<file path="config.mk">
export PLATFORM = sky130hd
export DESIGN_NAME = morse_interval_decoder
export DESIGN_NICKNAME = d
export VERILOG_FILES = /design/src/design/mid_pkg.sv /design/src/design/mid_front.sv /design/src/design/mid_queue.sv /design/src/design/mid_back.sv /design/src/design/morse_interval_decoder.sv
export SDC_FILE = /design/constraint.sdc
export NUM_CORES = 1
export LEC_CHECK = 0
export ABC_AREA = 1
export BUFFER_PORTS_ARGS = -buffer_cell sky130_fd_sc_hd__buf_2
export CAP_MARGIN = 25
export CORE_MARGIN = 5
export CORE_UTILIZATION = 54
export CTS_CLUSTER_DIAMETER = 100
export CTS_CLUSTER_SIZE = 10
export DETAILED_ROUTE_END_ITERATION = 6
export PLACE_DENSITY_LB_ADDON = 0.2
export REMOVE_ABC_BUFFERS = 1
export SYNTH_ARGS = -nofsm -noshare
export SYNTH_HDL_FRONTEND = slang
export SYNTH_SLANG_ARGS = --single-unit
</file>
<file path="constraint.sdc">
create_clock -name clk -period 6 [get_ports clk]
set_input_delay 0.6 -clock clk [delete_from_list [all_inputs] [get_ports clk]]
set_output_delay 0.6 -clock clk [all_outputs]
set_load 0.05 [all_outputs]
</file>
<file path="src/design/mid_pkg.sv">
// Shared types, constants and the Morse letter table for the interval decoder.
// No dependencies; every other design file imports this package.
package mid_pkg;

  localparam int MAX_SYMBOLS_DEF = 8;
  localparam int TIME_WIDTH_DEF  = 32;

  localparam int PULSE_W  = 32;
  localparam int THR_W    = 16;
  localparam int CHAR_W   = 7;
  localparam int CFG_IDX_W = 8;
  localparam int QDEPTH   = 2;
  localparam int NLETTERS = 26;

  localparam logic [CHAR_W-1:0] CH_UNKNOWN = 7'd63;
  localparam logic [CHAR_W-1:0] CH_SPACE   = 7'd32;
  localparam logic [CHAR_W-1:0] CH_A       = 7'd65;

  // Register indexes on the configuration port.
  localparam logic [CFG_IDX_W-1:0] REG_DOT_MIN    = 8'd0;
  localparam logic [CFG_IDX_W-1:0] REG_DASH_MIN   = 8'd1;
  localparam logic [CFG_IDX_W-1:0] REG_LETTER_MIN = 8'd2;
  localparam logic [CFG_IDX_W-1:0] REG_WORD_MIN   = 8'd3;

  localparam logic [THR_W-1:0] DOT_MIN_RST    = 16'd1;
  localparam logic [THR_W-1:0] DASH_MIN_RST   = 16'd2;
  localparam logic [THR_W-1:0] LETTER_MIN_RST = 16'd3;
  localparam logic [THR_W-1:0] WORD_MIN_RST   = 16'd4;

  // Letter table: symbol count and pattern (bit i is symbol i, 1 = dash).
  localparam logic [2:0] CODE_LEN [NLETTERS] = '{
    3'd2, 3'd4, 3'd4, 3'd3, 3'd1, 3'd4, 3'd3, 3'd4, 3'd2, 3'd4, 3'd3, 3'd4, 3'd2,
    3'd2, 3'd3, 3'd4, 3'd4, 3'd3, 3'd3, 3'd1, 3'd3, 3'd4, 3'd3, 3'd4, 3'd4, 3'd4
  };
  localparam logic [3:0] CODE_PAT [NLETTERS] = '{
    4'd2, 4'd1, 4'd5, 4'd1, 4'd0, 4'd4, 4'd3, 4'd0, 4'd0, 4'd14, 4'd5, 4'd2, 4'd3,
    4'd1, 4'd7, 4'd6, 4'd11, 4'd2, 4'd0, 4'd1, 4'd4, 4'd8, 4'd6, 4'd9, 4'd13, 4'd3
  };

  typedef enum logic [2:0] {
    GAP_NONE,
    GAP_DOT,
    GAP_DASH,
    GAP_LETTER,
    GAP_WORD
  } gap_class_t;

  typedef struct packed {
    logic [THR_W-1:0] dot_min;
    logic [THR_W-1:0] dash_min;
    logic [THR_W-1:0] letter_min;
    logic [THR_W-1:0] word_min;
  } mid_thr_t;

  // One queued job for the output side: an optional letter, an optional space.
  typedef struct packed {
    logic              has_char;
    logic [CHAR_W-1:0] char_code;
    logic              has_space;
  } mid_entry_t;

endpackage

</file>
<file path="src/design/mid_front.sv">
// Front end: accepts pulses, measures gaps, keeps the symbol register, decodes.
// Depends on mid_pkg; pushes output jobs into mid_queue.
module mid_front
  import mid_pkg::*;
#(
  parameter int MAX_SYMBOLS = MAX_SYMBOLS_DEF,
  parameter int TIME_WIDTH  = TIME_WIDTH_DEF
) (
  input  logic               clk,
  input  logic               rst_n,
  input  logic               accept,
  input  logic [PULSE_W-1:0] pulse_time,
  input  mid_thr_t           thr,
  output logic               push,
  output mid_entry_t         push_entry
);

  localparam int CW = $clog2(MAX_SYMBOLS + 1);
  localparam int GW = (TIME_WIDTH > THR_W) ? TIME_WIDTH : THR_W;

  logic                   started_r, started_nxt;
  logic [TIME_WIDTH-1:0]  prev_r, prev_nxt;
  logic [MAX_SYMBOLS-1:0] bits_r, bits_nxt;
  logic [CW-1:0]          count_r, count_nxt;
  logic                   ovf_r, ovf_nxt;

  logic [TIME_WIDTH-1:0] now;
  logic [TIME_WIDTH-1:0] gap;
  logic [GW-1:0]         gap_x;
  gap_class_t            cls;
  logic [CHAR_W-1:0]     letter;
  logic                  nonempty;
  logic                  is_dash;

  assign now   = TIME_WIDTH'(pulse_time);
  assign gap   = now - prev_r;
  assign gap_x = GW'(gap);

  always_comb begin
    priority if (gap_x >= GW'(thr.dot_min) && gap_x < GW'(thr.dash_min)) begin
      cls = GAP_DOT;
    end else if (gap_x >= GW'(thr.dash_min) && gap_x < GW'(thr.letter_min)) begin
      cls = GAP_DASH;
    end else if (gap_x >= GW'(thr.letter_min) && gap_x < GW'(thr.word_min)) begin
      cls = GAP_LETTER;
    end else if (gap_x >= GW'(thr.word_min)) begin
      cls = GAP_WORD;
    end else begin
      cls = GAP_NONE;
    end
  end

  // Table lookup; bits above the count are always zero, so a full compare works.
  always_comb begin
    letter = CH_UNKNOWN;
    if (!ovf_r) begin
      for (int i = NLETTERS - 1; i >= 0; i--) begin
        if (count_r == CW'(CODE_LEN[i]) && bits_r == MAX_SYMBOLS'(CODE_PAT[i])) begin
          letter = CH_A + CHAR_W'(i);
        end
      end
    end
  end

  assign nonempty = (count_r != '0) || ovf_r;
  assign is_dash  = (cls == GAP_DASH);

  always_comb begin
    started_nxt = started_r;
    prev_nxt    = prev_r;
    bits_nxt    = bits_r;
    count_nxt   = count_r;
    ovf_nxt     = ovf_r;
    push        = 1'b0;
    push_entry  = '{has_char: nonempty, char_code: letter, has_space: 1'b0};
    if (accept) begin
      prev_nxt    = now;
      started_nxt = 1'b1;
      if (started_r) begin
        unique case (cls)
          GAP_DOT, GAP_DASH: begin
            if (count_r >= CW'(MAX_SYMBOLS)) begin
              ovf_nxt = 1'b1;
            end else begin
              bits_nxt  = bits_r | (MAX_SYMBOLS'(is_dash) << count_r);
              count_nxt = count_r + CW'(1);
            end
          end
          GAP_LETTER, GAP_WORD: begin
            bits_nxt  = '0;
            count_nxt = '0;
            ovf_nxt   = 1'b0;
            push_entry.has_space = (cls == GAP_WORD);
            push = nonempty || (cls == GAP_WORD);
          end
          default: begin
          end
        endcase
      end
    end
  end

  always_ff @(posedge clk) begin
    if (!rst_n) begin
      started_r <= 1'b0;
      bits_r    <= '0;
      count_r   <= '0;
      ovf_r     <= 1'b0;
    end else begin
      started_r <= started_nxt;
      bits_r    <= bits_nxt;
      count_r   <= count_nxt;
      ovf_r     <= ovf_nxt;
    end
  end

  always_ff @(posedge clk) begin
    prev_r <= prev_nxt;
  end

endmodule

</file>
<file path="src/design/mid_queue.sv">
// Short job queue between the front end and the output side.
// Depends on mid_pkg for the entry type and depth.
module mid_queue
  import mid_pkg::*;
(
  input  logic       clk,
  input  logic       rst_n,
  input  logic       push,
  input  mid_entry_t push_entry,
  input  logic       pop,
  output logic       full,
  output logic       not_empty,
  output mid_entry_t head
);

  localparam int PW = (QDEPTH > 1) ? $clog2(QDEPTH) : 1;
  localparam int NW = $clog2(QDEPTH + 1);

  mid_entry_t    slots_r [QDEPTH];
  logic [PW-1:0] wr_r, wr_nxt;
  logic [PW-1:0] rd_r, rd_nxt;
  logic [NW-1:0] cnt_r, cnt_nxt;

  assign full      = (cnt_r == NW'(QDEPTH));
  assign not_empty = (cnt_r != '0);
  assign head      = slots_r[rd_r];

  always_comb begin
    wr_nxt  = wr_r;
    rd_nxt  = rd_r;
    cnt_nxt = cnt_r;
    if (push) begin
      wr_nxt = (wr_r == PW'(QDEPTH - 1)) ? '0 : wr_r + PW'(1);
    end
    if (pop) begin
      rd_nxt = (rd_r == PW'(QDEPTH - 1)) ? '0 : rd_r + PW'(1);
    end
    if (push && !pop) begin
      cnt_nxt = cnt_r + NW'(1);
    end else if (pop && !push) begin
      cnt_nxt = cnt_r - NW'(1);
    end
  end

  always_ff @(posedge clk) begin
    if (!rst_n) begin
      wr_r  <= '0;
      rd_r  <= '0;
      cnt_r <= '0;
    end else begin
      wr_r  <= wr_nxt;
      rd_r  <= rd_nxt;
      cnt_r <= cnt_nxt;
    end
  end

  always_ff @(posedge clk) begin
    if (push) begin
      slots_r[wr_r] <= push_entry;
    end
  end

`ifndef SYNTH
  a_cnt_bound: assert property (@(posedge clk) disable iff (!rst_n)
    cnt_r <= NW'(QDEPTH))
    else $error("queue count exceeds depth");
  a_no_pop_empty: assert property (@(posedge clk) disable iff (!rst_n)
    pop |-> not_empty)
    else $error("pop from an empty queue");
`endif

endmodule

</file>
<file path="src/design/mid_back.sv">
// Output side: turns queued jobs into words on the result channel.
// Depends on mid_pkg; reads jobs from mid_queue.
module mid_back
  import mid_pkg::*;
(
  input  logic              clk,
  input  logic              rst_n,
  input  logic              q_not_empty,
  input  mid_entry_t        q_head,
  output logic              q_pop,
  input  logic              out_stall,
  output logic              out_valid,
  output logic [CHAR_W-1:0] out_char_code,
  output logic              out_last
);

  logic              valid_r, valid_nxt;
  logic              pend_r, pend_nxt;
  logic [CHAR_W-1:0] char_r, char_nxt;
  logic              last_r, last_nxt;
  logic              load;

  assign load = !valid_r || !out_stall;

  always_comb begin
    valid_nxt = valid_r;
    pend_nxt  = pend_r;
    char_nxt  = char_r;
    last_nxt  = last_r;
    q_pop     = 1'b0;
    if (load) begin
      priority if (pend_r) begin
        valid_nxt = 1'b1;
        char_nxt  = CH_SPACE;
        last_nxt  = 1'b1;
        pend_nxt  = 1'b0;
      end else if (q_not_empty) begin
        q_pop     = 1'b1;
        valid_nxt = 1'b1;
        if (q_head.has_char) begin
          char_nxt = q_head.char_code;
          last_nxt = !q_head.has_space;
          pend_nxt = q_head.has_space;
        end else begin
          char_nxt = CH_SPACE;
          last_nxt = 1'b1;
        end
      end else begin
        valid_nxt = 1'b0;
      end
    end
  end

  always_ff @(posedge clk) begin
    if (!rst_n) begin
      valid_r <= 1'b0;
      pend_r  <= 1'b0;
    end else begin
      valid_r <= valid_nxt;
      pend_r  <= pend_nxt;
    end
  end

  always_ff @(posedge clk) begin
    char_r <= char_nxt;
    last_r <= last_nxt;
  end

  assign out_valid     = valid_r;
  assign out_char_code = char_r;
  assign out_last      = last_r;

endmodule

</file>
<file path="src/design/morse_interval_decoder.sv">
// Top level of the Morse interval decoder: configuration registers and wiring.
// Depends on mid_pkg, mid_front, mid_queue and mid_back.

// Each input word is one pulse timestamp in ticks. The first pulse after reset
// only records its time; every later pulse measures the wrapping gap since the
// previous one and classifies it against the four thresholds, which must be
// written while the block is idle. Dot and dash gaps collect symbols; a letter
// gap emits the decoded letter, if any symbols were collected (or '?' for an
// unknown or overflowed pattern), and a word gap emits that letter and then a
// space; the last result word of a pulse carries out_last. The front end can
// accept a new pulse every cycle while the two-entry job queue has room. The
// result port moves one word per cycle while out_stall is low, so a pulse that
// ends a word occupies it for two result words; that single output register
// sets the sustained rate. An accepted pulse reaches its first result word
// through the job queue and then the output register.
module morse_interval_decoder
  import mid_pkg::*;
#(
  parameter int MAX_SYMBOLS = MAX_SYMBOLS_DEF,
  parameter int TIME_WIDTH  = TIME_WIDTH_DEF
) (
  input  logic                 clk,
  input  logic                 rst_n,
  input  logic                 in_valid,
  output logic                 in_stall,
  input  logic [PULSE_W-1:0]   in_pulse_time,
  output logic                 out_valid,
  input  logic                 out_stall,
  output logic [CHAR_W-1:0]    out_char_code,
  output logic                 out_last,
  input  logic                 cfg_valid,
  output logic                 cfg_ready,
  input  logic [CFG_IDX_W-1:0] cfg_index,
  input  logic [THR_W-1:0]     cfg_data
);

  mid_thr_t   thr_r, thr_nxt;
  logic       accept;
  logic       q_push, q_pop, q_full, q_not_empty;
  mid_entry_t q_in, q_head;

  // The threshold registers take a write in any cycle.
  assign cfg_ready = 1'b1;

  always_comb begin
    thr_nxt = thr_r;
    if (cfg_valid && cfg_ready) begin
      unique case (cfg_index)
        REG_DOT_MIN:    thr_nxt.dot_min    = cfg_data;
        REG_DASH_MIN:   thr_nxt.dash_min   = cfg_data;
        REG_LETTER_MIN: thr_nxt.letter_min = cfg_data;
        REG_WORD_MIN:   thr_nxt.word_min   = cfg_data;
        default: begin
          // Writes to unknown indexes are dropped.
        end
      endcase
    end
  end

  always_ff @(posedge clk) begin
    if (!rst_n) begin
      thr_r <= '{dot_min: DOT_MIN_RST, dash_min: DASH_MIN_RST,
                 letter_min: LETTER_MIN_RST, word_min: WORD_MIN_RST};
    end else begin
      thr_r <= thr_nxt;
    end
  end

  // A pulse is held off only when the job queue has no free entry.
  assign in_stall = q_full;
  assign accept   = in_valid && !in_stall;

  mid_front #(
    .MAX_SYMBOLS (MAX_SYMBOLS),
    .TIME_WIDTH  (TIME_WIDTH)
  ) u_front (
    .clk        (clk),
    .rst_n      (rst_n),
    .accept     (accept),
    .pulse_time (in_pulse_time),
    .thr        (thr_r),
    .push       (q_push),
    .push_entry (q_in)
  );

  mid_queue u_queue (
    .clk        (clk),
    .rst_n      (rst_n),
    .push       (q_push),
    .push_entry (q_in),
    .pop        (q_pop),
    .full       (q_full),
    .not_empty  (q_not_empty),
    .head       (q_head)
  );

  mid_back u_back (
    .clk           (clk),
    .rst_n         (rst_n),
    .q_not_empty   (q_not_empty),
    .q_head        (q_head),
    .q_pop         (q_pop),
    .out_stall     (out_stall),
    .out_valid     (out_valid),
    .out_char_code (out_char_code),
    .out_last      (out_last)
  );

`ifndef SYNTH
  // The front end never pushes into a full queue, since a full queue stalls input.
  a_no_overrun: assert property (@(posedge clk) disable iff (!rst_n)
    q_push |-> !q_full)
    else $error("job pushed into a full queue");
  // A space is always the final word of its pulse.
  a_space_last: assert property (@(posedge clk) disable iff (!rst_n)
    (out_valid && out_char_code == CH_SPACE) |-> out_last)
    else $error("space word without last");
  // A letter that is not last is followed at once by its space.
  a_space_follows: assert property (@(posedge clk) disable iff (!rst_n)
    (out_valid && !out_stall && !out_last) |=>
      (out_valid && out_char_code == CH_SPACE && out_last))
    else $error("letter of a word end not followed by a space");
`endif

endmodule

</file>
# ---- After elaboration in Yosys (flattened, before gate mapping)
# Memory sizes are Yosys's and may differ from the RTL's. A register that Yosys moved wholly into a read port is not among the register bits.
# Cells that the tools add are included.
dict set report op_classes {
  addsub 6
  n_lt_le_gt_ge 8
  n_eq_ne 26
  shifts 1
  mux 62
  n_bitwise 1
  reduce_logical 57
}
# op n
set op_table {}
lappend op_table {{$mux 7} 29}
lappend op_table {{$ge 32x16->1} 4}
lappend op_table {{$lt 32x16->1} 3}
lappend op_table {{$eq 8x4->1 const B} 5}
lappend op_table {{$eq 8x2->1 const B} 4}
lappend op_table {{$eq 8x3->1 const B} 4}
lappend op_table {{$logic_and 1x1->1} 32}
lappend op_table {{$sub 32x32->32} 1}
lappend op_table {{$mux 1} 22}
lappend op_table {{$eq 8x1->1 const B} 2}
lappend op_table {{$logic_not 8->1} 2}
lappend op_table {{$pmux 8 s2} 1}
lappend op_table {{$mux 3} 4}
lappend op_table {{$reduce_and 2->1} 5}
lappend op_table {{$eq 4x2->1 const B} 2}
lappend op_table {{$mux 8} 1}
lappend op_table {{$or 8x8->8} 1}
lappend op_table {{$pmux 4 s2} 1}
lappend op_table {{$reduce_and 4->1} 2}
lappend op_table {{$reduce_bool 2->1} 4}
lappend op_table {{$shl 1x4->8} 1}
lappend op_table {{$eq 3x2->1 const B} 2}
lappend op_table {{$logic_not 1->1} 6}
lappend op_table {{$add 4x1->4 const B} 1}
lappend op_table {{17 further kinds} 22}
dict set report word_totals {
  reg_bits 124
  ram_bits 18
  inputBits 61
  out_inout_bits 11
  elab_cells 178
  memories 1
}
# name words width rd rd_ports_with_merged_regs write_ports line_no
set mem_list {}
lappend mem_list {u_queue.slots_r 2 9 1 1 1 mid_queue.sv:19} ;# mid_entry_t slots_r [QDEPTH];

# ---- Logic depth before layout (Yosys ltp)
# Gate-level depths: netlist of the first run.
dict set report logic_depth {
  ltp_word 29
  depth_mapped 31
  depth_no_buf 31
}

# ---- Hierarchy
# From an unflattened synthesis of the first run, not the netlist that was laid out.
dict set report unflattened {
  hier_cells 1644
  hier_area_um2 10958.0
}
# mod n_inst cells_per_inst area_each_um2
set modules_own_cells {}
lappend modules_own_cells {mid_front 1 1161 6847.8}
lappend modules_own_cells {morse_interval_decoder 1 383 2825.2}
lappend modules_own_cells {mid_queue 1 61 882.1}
lappend modules_own_cells {mid_back 1 39 402.9}

# ---- Least setup slack after synthesis of the first run
# No wires, ideal clock.
dict set report synth_path {
  path_kind {input to register}
  start {in in_pulse_time[0]}
  end {mem u_queue.slots_r[0][0] (netlist name), enable pin}
  t_arrival_ns 4.026
  required_ns 5.613
  path_slack_ns 1.587
  cell_stages 21
  path_cell_list {inv_1 -> ha_1 -> fa_1 -> inv_1 -> nand2_1 -> nand3_2 -> nand2_1 -> nand2_1 -> xor2_1 -> ha_1 -> nand2_1 -> nor2_1 -> a211o_1 -> inv_1 -> nand3_1 -> or2_2 -> nand4_1 -> nand3_1 -> nand2_2 -> nand3b_4 -> nor3_1}
}
dict set report synth_via {
  elab_chain_len 13
}
# element line_no
set synth_rtl {}
lappend synth_rtl {{start, declared} morse_interval_decoder.sv:26} ;# input logic [PULSE_W-1:0] in_pulse_time,
lappend synth_rtl {{$sub 32x32->32 (*)} mid_front.sv:36} ;# assign gap = now - prev_r;
lappend synth_rtl {{$ge 32x16->1 (tied with other cells)} mid_front.sv:46} ;# end else if (gap_x >= GW'(thr.word_min)) begin
lappend synth_rtl {{$mux 3 / $logic_and 1x1->1 (equally long branches)} {mid_front.sv:46, mid_front.sv:44}}
lappend synth_rtl {{$mux 3} mid_front.sv:44} ;# end else if (gap_x >= GW'(thr.letter_min) && gap_x < GW'(thr.word_min)) begin
lappend synth_rtl {{$mux 3} mid_front.sv:42} ;# end else if (gap_x >= GW'(thr.dash_min) && gap_x < GW'(thr.letter_min)) begin
lappend synth_rtl {{$mux 3 (*)} mid_front.sv:40} ;# priority if (gap_x >= GW'(thr.dot_min) && gap_x < GW'(thr.dash_min)) begin
lappend synth_rtl {{$eq 3x2->1 / $eq 3x3->1 (equally long branches)} {mid_front.sv:80, mid_front.sv:94}}
lappend synth_rtl {{$reduce_or 2->1 / $logic_or 1x1->1 (equally long branches)} {mid_front.sv:80, mid_front.sv:94}}
lappend synth_rtl {{$mux 1 (*)} mid_front.sv:80} ;# unique case (cls)
lappend synth_rtl {{$mux 1 (*)} mid_front.sv:79} ;# if (started_r) begin
lappend synth_rtl {{$mux 1 (*)} mid_front.sv:76} ;# if (accept) begin
lappend synth_rtl {{$mux 1 (*)} mid_queue.sv:58} ;# if (push) begin
lappend synth_rtl {{$mux 1 (implied by the code) (*)} mid_queue.sv:59} ;# slots_r[wr_r] <= push_entry;
lappend synth_rtl {{end, declared} mid_queue.sv:19}
# Every way passes the cells marked *; elsewhere a longest branch is shown, timed or not.

# ---- Final worst setup path of the first run
dict set report layout_path {
  start {reg u_front.prev_r[0]}
  end {reg u_queue.cnt_r[1]}
}
dict set report layout_via {
  elab_chain_len 14
}
# element line_no
set layout_rtl {}
lappend layout_rtl {{start, declared} mid_front.sv:22} ;# logic [TIME_WIDTH-1:0] prev_r, prev_nxt;
lappend layout_rtl {{start signal, assigned} mid_front.sv:118} ;# prev_r <= prev_nxt;
lappend layout_rtl {{$sub 32x32->32 (*)} mid_front.sv:36}
lappend layout_rtl {{$ge 32x16->1 (tied with other cells)} mid_front.sv:46}
lappend layout_rtl {{$mux 3 / $logic_and 1x1->1 (equally long branches)} {mid_front.sv:46, mid_front.sv:44}}
lappend layout_rtl {{$mux 3} mid_front.sv:44}
lappend layout_rtl {{$mux 3} mid_front.sv:42}
lappend layout_rtl {{$mux 3 (*)} mid_front.sv:40}
lappend layout_rtl {{$eq 3x2->1 / $eq 3x3->1 (equally long branches)} {mid_front.sv:80, mid_front.sv:94}}
lappend layout_rtl {{$reduce_or 2->1 / $logic_or 1x1->1 (equally long branches)} {mid_front.sv:80, mid_front.sv:94}}
lappend layout_rtl {{$mux 1 (*)} mid_front.sv:80}
lappend layout_rtl {{$mux 1 (*)} mid_front.sv:79}
lappend layout_rtl {{$mux 1 (*)} mid_front.sv:76}
lappend layout_rtl {{named net q_push} morse_interval_decoder.sv:39} ;# logic q_push, q_pop, q_full, q_not_empty;
lappend layout_rtl {{$logic_not 1->1} mid_queue.sv:40} ;# end else if (pop && !push) begin
lappend layout_rtl {{$logic_and 1x1->1} mid_queue.sv:40}
lappend layout_rtl {{$reduce_bool 2->1 (no line)} --}
lappend layout_rtl {{end signal, assigned} mid_queue.sv:53} ;# cnt_r <= cnt_nxt;
lappend layout_rtl {{end, declared} mid_queue.sv:22} ;# logic [NW-1:0] cnt_r, cnt_nxt;
# The timed path passes the listed nets; every way through them passes the cells marked *.
# A chain may end at the register's enable or synchronous reset.

==> flow_summary.yaml, run 1 <==
run_status:
  status: "completed"
sta:
  holdWs_ns: 0.352
  max_slew.worst_pin.slew_ns: 0.772
  fmax_mhz: 210
  grt_setup_unrepaired: "false"
  hold_viol_final: 0
  final.setup.tns_ns: 0
  fin_crit_ns: 4.75
  fin_crit_sh_pct: 79.2
  timing.final.ws_setup_ns: 1.25
  slew_violations: 0
  setup_viol: 0
  maxSlewHeadroom_pct: 48.5
  clock-skew-final_ns: 0.0130
cts:
  cts.sinks: 143
  path_clk_slew_ns: 0.07
  postCtsHoldBufs: 0
  postCtsSetupBuffers: 0
  cts_tree: "done"
  clk_latency_ns: 0.44
  clockBufferDepth: 2
  cts_root_buf: "clkbuf_16"
  cts_made_buffers: 17
  cts_resized: 0
  htreeDepth: 4
die:
  start_util_pct: 54.4
  num_rows: 51
  die_width_um: 150
  die_h_um: 150
  boundaryPins: 72
  coreArea_um2: 19300
  dieArea_um2: 22400
run:
  cap_violations: 0
yosys:
  yosysUniqueCellTypes: 57
  synth_area_leader_cell: "edfxtp_1"
  yosysMostFrequentCell: "nand2_1"
  ys_async_sr_fraction_pct: 0
  yosysSeqAreaShare_pct: 32.7
  synth_area_leaders: "edfxtp_1 17%, dfxtp_1 16%, nand2_1 13%"
  synth_commonest_cells: "352 x nand2_1, 307 x inv_1, 121 x a21oi_1"
  yosysWarningCount: 0
  syn_area_per_cell_um2: 7.02
  synth_edf_count: 58
  netlist.area_leader.share_pct: 16.6
  ys.flop_type: "dfxtp_1"
  synth_seq_cells: 143
  syn_inst: 1497
  netlist_area_um2: 10500
routing:
  via_per_inst: 5.07
  num_vias: 9369
  ant_nets: 0
  drt-initial-drc-count: 442
  drt-total-wl_mm: 24.8
  drt-pass1-iter-count: 7
  wl_per_cell_um: 13.4
  drc_errors: 0
min_path:
  hold_class: "primary input to register"
placement:
  gp_congestion: 0.945
  port_buffers: 70
  dp_hpwl_mm: 19.7
  dp_slack_ns: 1.00
layout:
  num_antenna_cells: 0
  final.fill_count: 1828
  multiInputGateArea_um2: 5780
  drive_gt1_share_pct: 13.3
  syn_to_final_growth_pct: 11.9
  final_nets: 1733
  ff_latch_area_um2: 3440
critical_path:
  r2r_slack_ns: 1.25
  critPathMaxStageDelay_ns: 0.48
  crit_path_max_fanout: 4
  start_kind: "register"
  worstSetupEndpointType: "register"
  cpMostUsedCell: "nand2_1"
  worstPathRequired_ns: 6.32
  slowest_stage: "fa_1"
  path_class: "register to register"
  critPathArrivalTime_ns: 5.07
grt:
  grt_util_all_layers_pct: 22.8
  grt-ovfl-total: 0
  grt_max_degree: 70
  grt_pass1_vias: 8743
  antenna_found_initial: 0
  grt_pass1_wl_mm: 41.2
power:
  ir_drop_mv: 0.211
  leakage_nw: 5.80
  powerDensity_nw_per_um2: 317
  p_total_w: 0.00373
stage by stage:
stage | utilization [%] | instance area, um^2 | instances
after global placement | 57.7 | 11100 | 1816
after CTS | 60.9 | 11800 | 1849
after detailed placement | 57.7 | 11200 | 1817
after global routing | 60.9 | 11800 | 1849
final | 60.9 | 11800 | 1849
after floorplan | - | 10400 | 1475
cells in the final DEF (no fill, tap or decap), types with 3 or more instances in the layout:
cell,synthesis,routed
inv_8,0,3
or2_2,3,3
nor2_2,26,28
nand3b_1,3,3
nand2_2,25,25
o31ai_1,3,3
nand3_1,60,60
a211oi_1,3,3
and2_1,6,6
xor2_1,14,14
inv_6,0,3
nand2_1,352,352
edfxtp_1,58,58
dfxtp_1,85,85
nor2_1,107,105
o211ai_1,7,7
nor4_1,7,7
buf_4,1,6
nor2_4,6,6
xnor2_1,3,3
a21oi_1,121,121
inv_1,307,307
nor3_1,6,6
clkbuf_16,0,17
o21ai_0,79,79
clkinv_1,3,4
buf_2,1,70
nand3_2,9,9
clkinvlp_4,0,3
ha_1,100,100
a21oi_2,7,7
inv_2,10,10
nand4_1,30,30
registers in the layout, indices dropped and copies added (netlist names), 2 cells and up, named ones only:
name	count
thr_r	64
u_back.out_char_code	7
u_front.bits_r	8
u_front.count_r	4
u_front.prev_r	32
u_queue.cnt_r	2
u_queue.slots_r	18
kinds of logic after synthesis:
group           Yosys count  synth area share (%)
fa+ha+maj               101                  12.1
flops                   143                  32.7
buf+inv                 342                  12.4
compound gates          238                  12.6
xor+xnor                 17                  1.42
other cells               1                0.0357
simple gates            655                  28.7
critical path: cells and delay by family (launching register included):
| family | cells | cell delay (ns) |
|---|---|---|
| xor gates and xnor gates | 1 | 0.35 |
| DFF | 1 | 0.38 |
| adders and majority gates | 4 | 1.23 |
| buffers and inverters | 3 | 0.32 |
| and+or+nand+nor | 14 | 1.78 |
| AOI/OAI and AO/OA | 5 | 0.58 |
path summary, 6_finish.rpt:
path	cells after the start	startpoint	to
setup / recovery	27	u_front.prev_r[0]$_DFFE_PP_	u_queue.cnt_r[1]$_SDFFE_PN0P_
hold reg to reg	2	u_back.pend_r$_SDFFE_PN0P_	u_back.pend_r$_SDFFE_PN0P_
hold / removal	1	in_pulse_time[21]	u_front.prev_r[21]$_DFFE_PP_
setup reg to reg	27	u_front.prev_r[0]$_DFFE_PP_	u_queue.cnt_r[1]$_SDFFE_PN0P_
report_power, final:
group | switching (W) | internal [W]
combinational | 0.000988 | 0.000475
clock | 0.000471 | 0.000627
sequential | 0.0000346 | 0.00113
layout make-up:
class,count,area share (%)
inverters,320,10.2
clock inverters,15,1.53
well taps,265,2.82
repair buffers,77,3.49
flip-flops and latches,143,29.3
multi-input cells,1012,49.1
clock buffers,17,3.61
per-layer routing:
metal / wire length, um / GRT usage (%)
met5: 0 / 0
met4: 646 / 8.01
met3: 1010 / 4.48
met2: 11200 / 37.4
met1: 12000 / 30.1
No activity file was read; power rests on OpenSTA's default activity.
==> run 2, diff against run 1 <==
==> constraint.sdc (replaced) <==
create_clock -name clk -period 4.5 [get_ports clk]
set_input_delay 0.45 -clock clk [delete_from_list [all_inputs] [get_ports clk]]
set_output_delay 0.45 -clock clk [all_outputs]
set_load 0.05 [all_outputs]
==> run 2 against run 1 <==
Utilization up 2.3 points. Non-clock buffer count up 33. Register-to-register slack worse by 0.92 ns. Flip-flop and latch count unchanged. Via count up 1.0%. Die area unchanged. Critical path type unchanged.
==> flow_summary.yaml, run 2 (synthesis results as in run 1) <==
critical_path:
  crit_end: "u_queue.cnt_r[1]$_SDFFE_PN0P_"
  r2r_start: "u_front.prev_r[6]$_DFFE_PP_"
  critPathArrivalTime_ns: 4.49
  start_kind: "register"
  startpoint: "u_front.prev_r[6]$_DFFE_PP_"
  r2r_slack_ns: 0.32
  cpMostUsedCell: "nand2_1"
  slowest_stage: "ha_1"
  ff2ff_path_depth: 29
  path_class: "register to register"
  worstPathRequired_ns: 4.82
  reg2reg_to: "u_queue.cnt_r[1]$_SDFFE_PN0P_"
  critPathMaxStageDelay_ns: 0.35
  crit_path_max_fanout: 4
  worstSetupEndpointType: "register"
min_path:
  hold_class: "primary input to register"
routing:
  drc_errors: 0
  ant_nets: 0
  via_per_inst: 5.03
  drt-pass1-iter-count: 5
  wl_per_cell_um: 13.6
  drt-total-wl_mm: 25.6
  drt-initial-drc-count: 614
  num_vias: 9466
die:
  dieArea_um2: 22400
  boundaryPins: 72
  coreArea_um2: 19300
  die_h_um: 150
  num_rows: 51
  start_util_pct: 54.4
  die_width_um: 150
sta:
  slew_violations: 0
  clock-skew-final_ns: 0.0109
  fin_crit_sh_pct: 92.9
  maxSlewHeadroom_pct: 47.3
  hold_viol_final: 0
  fin_crit_ns: 4.18
  fmax_mhz: 239
  max_slew.worst_pin.slew_ns: 0.791
  setup_viol: 0
  holdWs_ns: 0.209
power:
  ir_drop_mv: 0.306
  leakage_nw: 6.01
  p_total_w: 0.00523
  powerDensity_nw_per_um2: 428
layout:
  final_nets: 1766
  num_antenna_cells: 0
  final_cell_mix: "348 x nand2_1, 307 x inv_1, 119 x a21oi_1, 103 x nor2_1, 95 x ha_1"
  final_core_utilization_pct: 63.2
  syn_to_final_growth_pct: 16.2
  regMostFlops: "thr_r"
  final.fill_count: 1790
  layout_commonest_cell: "nand2_1"
  ff_latch_area_um2: 3440
  drive_gt1_share_pct: 16.6
  reg_top3: "thr_r (64), u_front.prev_r (32), u_queue.slots_r (18)"
  multiInputGateArea_um2: 5930
  largest_register_ffs: 64
cts:
  cts_made_buffers: 17
  postCtsHoldBufs: 0
  htreeDepth: 4
  cts_root_buf: "clkbuf_16"
  path_clk_slew_ns: 0.07
  clockBufferDepth: 2
  cts.sinks: 143
  clk_latency_ns: 0.43
  cts_tree: "done"
placement:
  port_buffers: 70
  gp_congestion: 0.958
  dp_hpwl_mm: 20.4
grt:
  grt_pass1_wl_mm: 42.9
  grt-ovfl-total: 0
  grt_util_all_layers_pct: 23.6
  grt_pass1_vias: 9012
  grt_max_degree: 58
  antenna_found_initial: 0
run_status:
  status: "completed"
run:
  cap_violations: 0
## run 2: worst min-delay path by stage
| stage | startpoint | end | slack, ns | depth (start not counted) |
|---|---|---|---|---|
| after floorplan | thr_r[49]$_SDFFE_PN0P_ | thr_r[49]$_SDFFE_PN0P_ | 0.43 | 2 |
| after global placement | u_front.started_r$_SDFFE_PN0P_ | u_front.started_r$_SDFFE_PN0P_ | 0.44 | 2 |
| after detailed placement | u_front.started_r$_SDFFE_PN0P_ | u_front.started_r$_SDFFE_PN0P_ | 0.45 | 2 |
| after CTS | in_pulse_time[26] | u_front.prev_r[26]$_DFFE_PP_ | 0.20 | 1 |
| after global routing | in_pulse_time[23] | u_front.prev_r[23]$_DFFE_PP_ | 0.20 | 1 |
| final | in_pulse_time[23] | u_front.prev_r[23]$_DFFE_PP_ | 0.21 | 1 |
## run 2: timing repair
action,CTS,global route
setup endpoints to repair,0,11
resized for setup,0,28
buffers inserted,0,1
endpoints found under the hold margin,0,0
## run 2: area by class of cell
class | instances | area share, %
sequential | 143 | 28.2
clock inverter | 8 | 0.717
inverter | 320 | 9.83
tap | 265 | 2.71
clock buffer | 24 | 4.39
timing repair buffer | 110 | 5.65
multi-input combinational | 1012 | 48.5
## run 2: critical path: cells and delay by family, from the launching register on
| kind | cells | cell delay (ns) |
|---|---|---|
| AND/OR/NAND/NOR | 16 | 1.81 |
| adder cells (fa/ha/maj) | 3 | 0.87 |
| AO/OA/AOI/OAI | 5 | 0.55 |
| flip-flops | 1 | 0.33 |
| buffers and inverters | 4 | 0.31 |
| XOR/XNOR | 1 | 0.18 |
## run 2: metrics by stage
step | TNS [ns] | std cells | cell area [um^2] | setup slack, ns
3_3_place_gp | 0 | 1847 | 11400 | 0.0656
4_1_cts | 0 | 1881 | 12100 | 0.120
5_1_grt | -0.0667 | 1882 | 12200 | -0.0667
3_5_place_dp | -0.0740 | 1849 | 11400 | -0.0740
6_report | 0 | 1882 | 12200 | 0.322
2_1_floorplan | 0 | 1475 | 10400 | 0.237
## run 2: routing by layer
layer	track usage, %	share of wire [%]	vias to the layer above
li1	-	-	5009
met1	31.9	48	4216
met2	39.6	46	200
met3	3.88	4.2	41
met4	6.00	1.9	0
met5	0	0	-
## run 2: report_power, final
group          internal [W]  switching (W)
Clock              0.000900       0.000592
Combinational      0.000781        0.00140
Sequential          0.00151      0.0000465
==> run 3, diff against run 2 <==
--- a/config.mk
+++ b/config.mk
@@ -5,7 +5,7 @@
 export SDC_FILE = /design/constraint.sdc
 export NUM_CORES = 1
 export LEC_CHECK = 0
-export ABC_AREA = 1
+export ABC_AREA = 0
 export BUFFER_PORTS_ARGS = -buffer_cell sky130_fd_sc_hd__buf_2
 export CAP_MARGIN = 25
 export CORE_MARGIN = 5
==> run 3 against run 2 <==
The flow now finishes with violations (setup timing). Register-to-register slack got worse by 0.60 ns. Final area down 2.0%. Via count fell by 7.5%. Die area shrank 9.3%. Combinational power up 4%. Global-route usage increased by 1.0 points.
==> flow_summary.yaml, run 3 <==
run_status:
  status: "finished with violations"
  violations: "setup timing"
yosys:
  yosysMostFrequentCell: "nand2_1"
  netlist_area_um2: 9470
  yosysSeqAreaShare_pct: 36.3
  synth_commonest_cells: "147 x nand2_1, 117 x a21oi_1, 114 x inv_1"
  synth_edf_count: 58
  netlist.area_leader.share_pct: 18.4
  syn_inst: 1103
  synth_area_leaders: "edfxtp_1 18%, dfxtp_1 18%, ha_1 13%"
  ys.flop_type: "dfxtp_1"
  yosysUniqueCellTypes: 91
  yosysWarningCount: 0
  ys_async_sr_fraction_pct: 0
  synth_seq_cells: 143
  synth_area_leader_cell: "edfxtp_1"
  syn_area_per_cell_um2: 8.59
power:
  powerDensity_nw_per_um2: 435
  leakage_nw: 4.68
  ir_drop_mv: 0.338
routing:
  drc_errors: 0
  drt-pass1-iter-count: 5
  drt-initial-drc-count: 703
  ant_nets: 0
  drt-total-wl_mm: 25.8
  via_per_inst: 5.81
  wl_per_cell_um: 17.2
  wl_met3_mm: 1.40
  num_vias: 8752
  drt-met1-wl_mm: 11.6
  routed.top_layer: "met4"
  dr_wl_met2_mm: 12.2
critical_path:
  worstSetupEndpointType: "register"
  worstPathCellList: "inv_2 -> ha_4 -> a21o_1 -> a31o_4 -> o21ai_4 -> nand2b_1 -> a21oi_2 -> xnor2_2 -> buf_4 -> ha_4 -> a2111oi_4 -> o221ai_2 -> a311o_1 -> a31o_1 -> or3_4 -> nor2b_4 -> o21ai_2 -> a21oi_2 -> ha_4 -> xor2_2 -> or3_4 -> a21oi_2"
  slowest_stage: "or3_4"
  critPathArrivalTime_ns: 5.14
  start_kind: "register"
  critPathMaxStageDelay_ns: 0.40
  path_class: "register to register"
  crit_path_max_fanout: 3
  ff2ff_path_depth: 22
  worstPathRequired_ns: 4.86
sta:
  timing.final.ws_setup_ns: -0.277
  final.setup.tns_ns: -5.87
  setup_viol: 33
  clock-skew-final_ns: 0.00611
  max_slew.worst_pin.slew_ns: 0.833
  maxSlewHeadroom_pct: 44.5
  hold_viol_final: 0
  fin_crit_sh_pct: 106
  holdWs_ns: 0.212
  grt_setup_unrepaired: "true"
  slew_violations: 0
  fin_crit_ns: 4.78
  fmax_mhz: 209
layout:
  layout_commonest_cell: "nand2_1"
  final.fill_count: 1322
  final_cells: 1506
  regMostFlops: "thr_r"
  final_nets: 1430
  largest_register_ffs: 64
  num_antenna_cells: 0
  final_cell_mix: "142 x nand2_1, 111 x inv_1, 105 x a21oi_1, 101 x buf_4, 87 x ha_1"
  drive_gt1_share_pct: 25.6
  final_area_um2: 12000
  reg_top3: "thr_r (64), u_front.prev_r (32), u_queue.slots_r (18)"
  syn_to_final_growth_pct: 26.4
cts:
  clockBufferDepth: 2
  cts_root_buf: "clkbuf_16"
  postCtsHoldBufs: 0
  htreeDepth: 4
  clk_latency_ns: 0.43
  cts_tree: "done"
  cts_made_buffers: 17
  cts.sinks: 143
  path_clk_slew_ns: 0.06
min_path:
  holdPathStages: 1
  hold_class: "primary input to register"
die:
  dieArea_um2: 20300
  die_h_um: 142
  die_width_um: 142
  start_util_pct: 55.0
  coreArea_um2: 17200
  num_rows: 48
  boundaryPins: 72
placement:
  placed_cells: 1454
  place_area_um2: 10600
  port_buffers: 70
  dp_hpwl_mm: 18.2
  dp_slack_ns: -0.756
  gp_congestion: 0.960
grt:
  grt_pass1_vias: 8435
  grt_util_all_layers_pct: 24.6
  grt_pass1_wl_mm: 40.6
  grt_max_degree: 38
  grt-ovfl-total: 0
  antenna_found_initial: 0
run:
  cap_violations: 0
## run 3: cell count changes after synthesis, sizes merged, moves of 10 or more
cell,change
mux2i,+28
nor2b,+10
inv,-203
nor3,+11
nor2,-70
nand3,-46
a21o,+13
xnor2,+12
nand2,-232
o21ai,-32
## run 3: final timing paths
| check | slack (ns) | start | to |
|---|---|---|---|
| max | -0.28 | u_front.prev_r[4]$_DFFE_PP_ | u_queue.cnt_r[1]$_SDFFE_PN0P_ |
| min | 0.21 | in_pulse_time[24] | u_front.prev_r[24]$_DFFE_PP_ |
| max reg2reg | -0.28 | u_front.prev_r[4]$_DFFE_PP_ | u_queue.cnt_r[1]$_SDFFE_PN0P_ |
| min reg2reg | 0.45 | u_front.bits_r[5]$_SDFFE_PN0P_ | u_front.bits_r[5]$_SDFFE_PN0P_ |
## run 3: area by class of cell
class	count	area [um^2]	share of cell area, %
Clock inverter	14	156	1.31
Inverter	116	435	3.64
Timing Repair Buffer	182	1230	10.2
Multi-Input combinational cell	808	6010	50.1
Tap cell	225	282	2.35
Sequential cell	143	3440	28.7
Clock buffer	18	429	3.58
## run 3: repair_timing
| item | in CTS | in global routing |
|---|---|---|
| setup buffers | 15 | 7 |
| pin swaps | 33 | 38 |
| setup endpoints to repair | 34 | 36 |
| gates resized for setup | 77 | 47 |
| gates cloned | 1 | 2 |
## run 3: logic make-up (layout without fill, tap and decap cells)
| family | Yosys count | count (layout) | share of synthesized area [%] |
|---|---|---|---|
| flip-flops | 143 | 143 | 36.3 |
| multiplexers | 31 | 31 | 3.32 |
| XOR/XNOR | 25 | 25 | 2.31 |
| buffers and inverters | 153 | 330 | 6.52 |
| adder cells (fa/ha/maj) | 101 | 101 | 13.4 |
| AND/OR/NAND/NOR | 372 | 373 | 19.3 |
| AO/OA/AOI/OAI | 277 | 277 | 18.7 |
| other | 1 | 1 | 0.0396 |
## run 3: per-stage QoR
| stage | power [W] | util [%] |
|---|---|---|
| global placement | 0.00327 | 61.8 |
| CTS | 0.00502 | 67.7 |
| finish | 0.00522 | 69.5 |
| floorplan | 0.00269 | - |
| global route | 0.00548 | 69.5 |
| detailed placement | 0.00332 | 61.8 |
## run 3: worst max-delay path: cells and delay by family, from the launching register on
kind / cells / cell delay (ns)
adder cells (fa/ha/maj): 3 / 0.60
flip-flops: 1 / 0.39
AO/OA/AOI/OAI: 11 / 2.17
buffers and inverters: 2 / 0.25
XOR/XNOR: 2 / 0.29
AND/OR/NAND/NOR: 4 / 0.99
## run 3: per-layer routing
layer / track usage (%) / vias up
met5: 0 / -
met4: 7.60 / 0
met3: 4.54 / 47
met2: 40.9 / 297
met1: 32.8 / 4131
li1: - / 4277
## run 3: power by group
part	internal [W]	switching (W)
logic	0.00101	0.00125
registers	0.00147	0.0000604
clock network	0.000825	0.000601
